$ cat config.mk
export PLATFORM = sky130hd
export DESIGN_NAME = ir_pulse_distance_decoder
export DESIGN_NICKNAME = d
export VERILOG_FILES = /design/src/rtl/irpd_pkg.sv /design/src/rtl/ir_pulse_distance_decoder.sv
export SDC_FILE = /design/constraint.sdc
export NUM_CORES = 2
export LEC_CHECK = 0
export ABC_CLOCK_PERIOD_IN_PS = 18600
export BUFFER_PORTS_ARGS = -buffer_cell sky130_fd_sc_hd__buf_2
export CAP_MARGIN = 20
export CORE_MARGIN = 1
export CORE_UTILIZATION = 45
export DETAILED_ROUTE_END_ITERATION = 10
export PLACE_DENSITY = 0.64
export SYNTH_ARGS = -nofsm -noshare
export SYNTH_HDL_FRONTEND = slang
export SYNTH_SLANG_ARGS = --single-unit
$ cat constraint.sdc
create_clock -name aclk -period 18.6 [get_ports aclk]
set_clock_uncertainty 0.2 [all_clocks]
set_input_delay 5.58 -clock aclk [delete_from_list [all_inputs] [get_ports aclk]]
set_output_delay 5.58 -clock aclk [all_outputs]
set_load 0.005 [all_outputs]
$ cat src/rtl/irpd_pkg.sv
// Shared constants, types and timing-window helpers for the pulse-distance IR decoder.
package irpd_pkg;

    // Frame layout: header, FRAME_BITS data pairs, end marker
    localparam int FRAME_BITS  = 32;
    localparam int FRAME_PAIRS = FRAME_BITS + 2;
    localparam int POS_W       = $clog2(FRAME_PAIRS + 1);
    localparam int CODE_W      = 32;

    // Input field widths
    localparam int TICKS_W = 15;
    localparam int CFG_W   = 10;
    localparam int TGT_W   = 13;

    // Width of ticks*10 and of the (target +/- margin) * k bounds
    localparam int BOUND_W = 23;

    // Nominal timings in microseconds
    localparam logic [TGT_W-1:0] HDR_MARK_US   = 13'd4500;
    localparam logic [TGT_W-1:0] HDR_SPACE_US  = 13'd4500;
    localparam logic [TGT_W-1:0] BIT_MARK_US   = 13'd560;
    localparam logic [TGT_W-1:0] ONE_SPACE_US  = 13'd1690;
    localparam logic [TGT_W-1:0] ZERO_SPACE_US = 13'd560;
    localparam logic [TGT_W-1:0] END_MARK_US   = 13'd560;
    localparam logic [TGT_W-1:0] END_SPACE_US  = 13'd0;

    // Configuration register indexes
    localparam int CFG_IDX_W = 2;
    typedef enum logic [CFG_IDX_W-1:0] {
        CFG_ACTIVE_LEVEL = 2'd0,
        CFG_TICKS_PER_TEN_US = 2'd1,
        CFG_MARGIN_US = 2'd2
    } cfg_idx_t;

    // Frame status codes
    typedef enum logic [2:0] {
        ST_OK     = 3'd0,
        ST_SHORT  = 3'd1,
        ST_HEADER = 3'd2,
        ST_BIT    = 3'd3,
        ST_END    = 3'd4
    } status_t;

    // Acceptance window in scaled ticks: lo <= ticks*10 < hi
    typedef struct packed {
        logic [BOUND_W-1:0] lo;
        logic [BOUND_W-1:0] hi;
    } win_t;

    // Window for a target: lower bound clamped at zero when margin exceeds target
    function automatic win_t win_bounds(logic [TGT_W-1:0] target, logic [CFG_W-1:0] margin,
                                        logic [CFG_W-1:0] k);
        logic [TGT_W:0] lo_base;
        logic [TGT_W:0] hi_base;
        win_t           w;
        if (({1'b0, target} + (TGT_W+1)'(1)) > (TGT_W+1)'(margin)) begin
            lo_base = {1'b0, target} + (TGT_W+1)'(1) - (TGT_W+1)'(margin);
        end else begin
            lo_base = '0;
        end
        hi_base = {1'b0, target} + (TGT_W+1)'(margin);
        w.lo = BOUND_W'(lo_base) * BOUND_W'(k);
        w.hi = BOUND_W'(hi_base) * BOUND_W'(k);
        return w;
    endfunction

    // Duration check: ticks*10 by shift-and-add, then the two compares
    function automatic logic in_win(logic [TICKS_W-1:0] ticks, win_t w);
        logic [BOUND_W-1:0] scaled;
        scaled = (BOUND_W'(ticks) << 3) + (BOUND_W'(ticks) << 1);
        return (scaled >= w.lo) && (scaled < w.hi);
    endfunction

endpackage

$ cat src/rtl/ir_pulse_distance_decoder.sv
// A word is first taken into the input register; a last word then loads its result
// into the result register, and m_tvalid shows that register's valid flag.
// Throughput: one pulse-pair word per cycle when not stalled; the input register and the result
// register are parted so a word is taken while a finished result waits.
// A stall holds only while the input register holds a last word and the result
// register holds a result that is not taken in that cycle.
// Reset (aresetn low, synchronous) empties both registers, clears the frame
// state and loads the configuration defaults: active level 0, 10 ticks, 60 us.
module ir_pulse_distance_decoder (
    input  logic                          aclk,
    input  logic                          aresetn,
    // configuration write port
    input  logic                          cfg_we,
    input  logic [irpd_pkg::CFG_IDX_W-1:0] cfg_index,
    input  logic [irpd_pkg::CFG_W-1:0]    cfg_wdata,
    // pulse-pair input
    input  logic                          s_tvalid,
    output logic                          s_tready,
    // [0] mark_level, [15:1] mark_ticks, [16] space_level, [31:17] space_ticks
    input  logic [31:0]                   s_tdata,
    input  logic                          s_tlast,
    // decoded frame output
    output logic                          m_tvalid,
    input  logic                          m_tready,
    // [31:0] code
    output logic [31:0]                   m_tdata,
    // [2:0] status, upper bits zero
    output logic [7:0]                    m_tuser
);
    import irpd_pkg::*;

    // Configuration registers
    logic               active_level_reg;
    logic [CFG_W-1:0]   ticks_per_ten_us_reg;
    logic [CFG_W-1:0]   margin_us_reg;

    // Window bounds derived from configuration
    win_t hdr_win_reg, short_win_reg, one_win_reg, end_win_reg;

    // Input register
    logic               in_valid_reg;
    logic [31:0]        in_data_reg;
    logic               in_last_reg;

    // Frame state
    logic [POS_W-1:0]   pos_reg, pos_next;
    logic [CODE_W-1:0]  shift_reg, shift_next;
    status_t            err_reg, err_next;

    // Result register
    logic               out_valid_reg;
    logic [CODE_W-1:0]  code_reg, code_next;
    status_t            status_reg, status_next;

    logic               advance;
    logic               level_ok;
    logic               mark_level, space_level;
    logic [TICKS_W-1:0] mark_ticks, space_ticks;
    logic               hdr_ok, one_ok, zero_ok, end_ok;
    logic [POS_W-1:0]   pos_inc;

    // Configuration writes
    always_ff @(posedge aclk) begin
        if (!aresetn) begin
            active_level_reg     <= 1'b0;
            ticks_per_ten_us_reg <= CFG_W'(10);
            margin_us_reg        <= CFG_W'(60);
        end else if (cfg_we) begin
            case (cfg_index)
                CFG_ACTIVE_LEVEL:     active_level_reg     <= cfg_wdata[0];
                CFG_TICKS_PER_TEN_US: ticks_per_ten_us_reg <= cfg_wdata;
                CFG_MARGIN_US:        margin_us_reg        <= cfg_wdata;
                default: ;
            endcase
        end
    end

    // Bounds are registered from the configuration and follow it in the next cycle; 560 us serves three checks
    always_ff @(posedge aclk) begin
        hdr_win_reg   <= win_bounds(HDR_MARK_US, margin_us_reg, ticks_per_ten_us_reg);
        short_win_reg <= win_bounds(BIT_MARK_US, margin_us_reg, ticks_per_ten_us_reg);
        one_win_reg   <= win_bounds(ONE_SPACE_US, margin_us_reg, ticks_per_ten_us_reg);
        end_win_reg   <= win_bounds(END_SPACE_US, margin_us_reg, ticks_per_ten_us_reg);
    end

    // Handshake: a word leaves the input register unless its result cannot be stored
    assign advance  = in_valid_reg && (!in_last_reg || !out_valid_reg || m_tready);
    assign s_tready = !in_valid_reg || advance;

    always_ff @(posedge aclk) begin
        if (!aresetn) begin
            in_valid_reg <= 1'b0;
        end else if (s_tready) begin
            in_valid_reg <= s_tvalid;
        end
    end

    always_ff @(posedge aclk) begin
        if (s_tready && s_tvalid) begin
            in_data_reg <= s_tdata;
            in_last_reg <= s_tlast;
        end
    end

    // Pair classification
    assign mark_level  = in_data_reg[0];
    assign mark_ticks  = in_data_reg[15:1];
    assign space_level = in_data_reg[16];
    assign space_ticks = in_data_reg[31:17];
    assign level_ok    = (mark_level == active_level_reg) && (space_level != active_level_reg);

    assign hdr_ok  = level_ok && in_win(mark_ticks, hdr_win_reg) &&
                     in_win(space_ticks, hdr_win_reg);
    assign one_ok  = level_ok && in_win(mark_ticks, short_win_reg) &&
                     in_win(space_ticks, one_win_reg);
    assign zero_ok = level_ok && in_win(mark_ticks, short_win_reg) &&
                     in_win(space_ticks, short_win_reg);
    assign end_ok  = level_ok && in_win(mark_ticks, short_win_reg) &&
                     in_win(space_ticks, end_win_reg);

    assign pos_inc = (pos_reg < POS_W'(FRAME_PAIRS)) ? pos_reg + POS_W'(1) : pos_reg;

    // Frame step and result
    always_comb begin
        shift_next  = shift_reg;
        err_next    = err_reg;
        pos_next    = pos_inc;
        status_next = err_reg;
        code_next   = '0;
        if (err_reg == ST_OK) begin
            priority if (pos_reg == '0) begin
                if (!hdr_ok) err_next = ST_HEADER;
            end else if (pos_reg <= POS_W'(FRAME_BITS)) begin
                priority if (one_ok) begin
                    shift_next = {shift_reg[CODE_W-2:0], 1'b1};
                end else if (zero_ok) begin
                    shift_next = {shift_reg[CODE_W-2:0], 1'b0};
                end else begin
                    err_next = ST_BIT;
                end
            end else if (pos_reg == POS_W'(FRAME_BITS + 1)) begin
                if (!end_ok) err_next = ST_END;
            end else begin
                err_next = err_reg;
            end
        end
        status_next = (pos_inc < POS_W'(FRAME_PAIRS)) ? ST_SHORT : err_next;
        code_next   = (status_next == ST_OK) ? shift_next : '0;
        if (in_last_reg) begin
            pos_next   = '0;
            shift_next = '0;
            err_next   = ST_OK;
        end
    end

    always_ff @(posedge aclk) begin
        if (!aresetn) begin
            pos_reg   <= '0;
            shift_reg <= '0;
            err_reg   <= ST_OK;
        end else if (advance) begin
            pos_reg   <= pos_next;
            shift_reg <= shift_next;
            err_reg   <= err_next;
        end
    end

    // Result register
    always_ff @(posedge aclk) begin
        if (!aresetn) begin
            out_valid_reg <= 1'b0;
        end else if (advance && in_last_reg) begin
            out_valid_reg <= 1'b1;
        end else if (m_tready) begin
            out_valid_reg <= 1'b0;
        end
    end

    always_ff @(posedge aclk) begin
        if (advance && in_last_reg) begin
            code_reg   <= code_next;
            status_reg <= status_next;
        end
    end

    assign m_tvalid = out_valid_reg;
    assign m_tdata  = code_reg;
    assign m_tuser  = {5'b0, status_reg};

`ifndef SYNTH
    // A failed frame never carries a code
    a_err_code_zero: assert property (@(posedge aclk) disable iff (!aresetn)
        (out_valid_reg && status_reg != ST_OK) |-> (code_reg == '0))
        else $error("non-zero code with error status");

    // Position saturates at a full frame
    a_pos_range: assert property (@(posedge aclk) disable iff (!aresetn)
        pos_reg <= POS_W'(FRAME_PAIRS))
        else $error("pair position out of range");

    // Closing a frame returns the frame state to reset
    a_frame_close: assert property (@(posedge aclk) disable iff (!aresetn)
        (advance && in_last_reg) |=> (pos_reg == '0 && shift_reg == '0 && err_reg == ST_OK))
        else $error("frame state not cleared on last word");

    // The first error sticks until the frame closes
    a_err_sticky: assert property (@(posedge aclk) disable iff (!aresetn)
        (err_reg != ST_OK && !(advance && in_last_reg)) |=> (err_reg == $past(err_reg)))
        else $error("first error overwritten");

    // Input stalls only when a result is waiting, not taken, behind a last word in the input register
    a_stall_cause: assert property (@(posedge aclk) disable iff (!aresetn)
        !s_tready |-> (in_valid_reg && in_last_reg && out_valid_reg && !m_tready))
        else $error("input stalled without cause");
`endif

endmodule

==> metrics.log <==
[metrics] result of the run: completed
[metrics] number of placed cells counting well taps: roughly 6.2k
[metrics] master cell of the clock root buffer: sky130_fd_sc_hd__clkbuf_16
[metrics] Final period util: ~65%
[metrics] Yosys warnings: 0
[metrics] starting density of the core: approximately 45%
[metrics] average footprint of a synthesized cell: 9.20 sq um
[metrics] Critical-path top delay cell: sky130_fd_sc_hd__nor2b_1
[metrics] number of antenna violations at the first check in global routing: 4
[metrics] clock latency at the later pin of the worst-skew pair: between 0.6 and 0.7 ns
[metrics] count of distinct cell types in the synthesized netlist: slightly below 80
[metrics] Seq pwr share: 23.0%
[metrics] time the final worst path needs with I/O delays and setup: roughly 12 ns
[metrics] number of port buffers: 86
[metrics] CTS buffer count: 40
[metrics] clock tree from TritonCTS: done
[metrics] DR vias: 33.3k
[metrics] setup violation total in the final timing report: 0
[metrics] average detailed-routed wire length per instance: between 15 and 20 um
[metrics] first-pass GRT wire length: roughly 190000 um
[metrics] CP Max Fanout: 4
[metrics] endpoint class of the critical path: output port
[metrics] standard cell core area: between 0.09 and 0.1 sq mm
[metrics] Sw Pwr: 0.00158 W
[metrics] Final Hold Violating Endpoints: 0
[metrics] list of most frequent post-synthesis cells: sky130_fd_sc_hd__inv_1, sky130_fd_sc_hd__ha_1, sky130_fd_sc_hd__fa_1, sky130_fd_sc_hd__nand2_1, sky130_fd_sc_hd__and2_1
[metrics] most numerous cell on the critical path: sky130_fd_sc_hd__buf_2
[metrics] total negative slack: 0 ns
[metrics] total wire length: roughly 120000 um
[metrics] Max VDD drop: between 0.06 and 0.07 mV
[metrics] buffers from clock root to sink, at most: 3
[metrics] RD Place Congestion: slightly above 0.9
[metrics] worst slew slack as a fraction of its limit: between 20% and 30%
[metrics] critical path class: input pin to output port
[metrics] share of synthesized area occupied by flip-flops and latches: 15.0%
[metrics] Post-Syn Instances: between 4k and 5k
[metrics] I/O pin cnt: 92
[metrics] dominant delay contributor by cell family on the critical path: simple AND/OR/NAND/NOR gates
[metrics] global route overflow: 0
[metrics] Max Clk Rate: between 0.08 and 0.09 GHz
[metrics] Internal: about 0.0021 W
[metrics] post-route non-filler standard cell count: 6277
[metrics] Post-synth EDFFs: approximately 70
[metrics] leakage power: around 25 nW
[metrics] number of buffer and inverter instances along the worst setup path: 2
[metrics] HPWL after DPL: ~90000 um
[metrics] number of buffers added for setup after CTS: 0
[metrics] share of total power consumed by net switching: 42.6%
[metrics] cell-by-cell listing of the critical path: buf_2 -> nor2b_1 -> nand3_1 -> buf_2
[metrics] worst hold path type: register to register
[metrics] CTS sink count: roughly 300
[metrics] total of hold buffers inserted after clock tree synthesis: 0
[metrics] Total Routing Usage GR: between 20% and 30%
[metrics] DR pass1 iterations: 7
[metrics] data arrival time at the worst-slack endpoint: approximately 6.3 ns
[metrics] post-cts sizing count: 0
[metrics] ys async rst share: 0%
[metrics] share of Yosys cell area claimed by the top area cell type: between 20% and 30%
[metrics] Die Wd: 317 um
[metrics] Rows: roughly 120
[metrics] Layout area overhead: 8.15%
[metrics] most frequent cell after synthesis: sky130_fd_sc_hd__inv_1
[metrics] Slew @ Worst Pin: 1.16 ns
[metrics] post-synthesis instance area: roughly 0.045 sq mm
[metrics] Die Area: ~0.10 sq mm
[metrics] deepest level of the CTS H-tree: 2
[metrics] Synth area leader: sky130_fd_sc_hd__fa_1
[metrics] Power Dens Cells: ~76 mW/mm^2
[metrics] routed vias/inst: between 5 and 6
[metrics] violation count after the first detailed-routing iteration: approximately 2.0k
[metrics] Startpoint Class: input pin
[metrics] top cells by area in the synthesized netlist: sky130_fd_sc_hd__fa_1, sky130_fd_sc_hd__ha_1, sky130_fd_sc_hd__dfxtp_1, sky130_fd_sc_hd__inv_1, sky130_fd_sc_hd__edfxtp_1
[metrics] flip-flop count of the largest register, all copies and words added: 44
[metrics] portion of total power attributed to combinational logic: a little over half
[metrics] WP data required: between 10 and 15 ns
[metrics] #FFs+latches synth: about 300
[metrics] Primary FF master, synth: sky130_fd_sc_hd__dfxtp_1
[metrics] RSZ-0062 raised after global routing: false
[metrics] reported max-cap violation count: 0
[metrics] detailed-route DRC error count: 0
[metrics] nets: 6324
[metrics] clock edge transition at the registers on the reported setup and hold paths: about 0.060 ns
[metrics] share of post-route cells with drive strength above 1: around 5.4%
[metrics] Die Y: about 320 um
[metrics] slowest stage delay, CP: around 0.31 ns
[metrics] Detail Route Antenna Nets: 0
[metrics] share of power burned in the clock network: 22.2%
[metrics] count of final max-slew check failures: 0
[metrics] via count of the first global-routing pass: 33.7k
[metrics] largest net degree at the start of global routing: between 60 and 70
power groups by stage:
stage	combinational [W]	clock (W)	sequential, W
6_report	0.00202	0.000823	0.000852
5_1_grt	0.00231	0.000860	0.000862
4_1_cts	0.00201	0.000840	0.000850
3_5_place_dp	0.00198	0	0.000864
3_3_place_gp	0.00193	0	0.000864
2_1_floorplan	0.00150	0	0.000835
worst register-to-register path, delay by kind of cell, from the launching register on:
kind,cells,cell delay (ns)
buffers and inverters,7,0.84
XOR/XNOR,1,0.13
AO/OA/AOI/OAI,8,2.10
AND/OR/NAND/NOR,6,1.66
flip-flops,1,0.30
adder cells (fa/ha/maj),7,3.05
path summary, 6_finish.rpt:
kind                    start                 to  slack [ns]  depth (start not counted)
min             shift_reg[31]      shift_reg[31]        0.29                          2
max                  m_tready           s_tready        6.53                          4
max reg2reg  margin_us_reg[2]  short_win_reg[45]       10.26                         29
min reg2reg     shift_reg[31]      shift_reg[31]        0.29                          2
layout by cell type (no fill, tap or decap), types with 86 or more instances in the layout:
master / instances
sky130_fd_sc_hd__xnor2_1: 149
sky130_fd_sc_hd__and2_1: 294
sky130_fd_sc_hd__ha_1: 695
sky130_fd_sc_hd__a21oi_1: 166
sky130_fd_sc_hd__buf_2: 86
sky130_fd_sc_hd__fa_1: 621
sky130_fd_sc_hd__dfxtp_1: 224
sky130_fd_sc_hd__o21ai_0: 103
sky130_fd_sc_hd__nand2_1: 511
sky130_fd_sc_hd__nor2_1: 184
sky130_fd_sc_hd__nor2b_1: 94
sky130_fd_sc_hd__inv_1: 893
area by class of cell:
cell class	instances	area (sq um)
multi-input cells	3565	34300
repair buffers	156	1010
diodes	2	5.00
well taps	1287	1610
clock inverters	21	277
inverters	893	3350
clock buffers	51	1120
flip-flops and latches	302	6740
fillers	9218	50000
layer usage:
metal / global-route usage (%) / wire [um]
met5: 0 / 10
met4: 6.60 / 3390
met2: 39.3 / 53700
met3: 3.98 / 8270
met1: 32.9 / 52900
cells by family after synthesis:
kind of cell	after synthesis	synth area share [%]
other	2	0.0168
XOR/XNOR	203	3.98
AND/OR/NAND/NOR	1342	14.8
AO/OA/AOI/OAI	616	9.20
multiplexers	43	0.962
adder cells (fa/ha/maj)	1316	47.2
flip-flops	302	15.0
buffers and inverters	1039	8.81
stage by stage:
| stage | area, sq um | hold slack [ns] | setup slack (ns) | utilization [%] | total power, W |
|---|---|---|---|---|---|
| floorplan | 44900 | 0.239 | 6.93 | - | 0.00233 |
| global placement | 46900 | 0.247 | 6.52 | 47.6 | 0.00280 |
| detailed placement | 46900 | 0.286 | 6.51 | 47.6 | 0.00285 |
| CTS | 48300 | 0.292 | 6.52 | 49.1 | 0.00370 |
| global route | 48400 | 0.316 | 6.43 | 49.1 | 0.00403 |
| finish | 48400 | 0.290 | 6.53 | 49.1 | 0.00370 |
No activity file was read; power rests on OpenSTA's default activity.
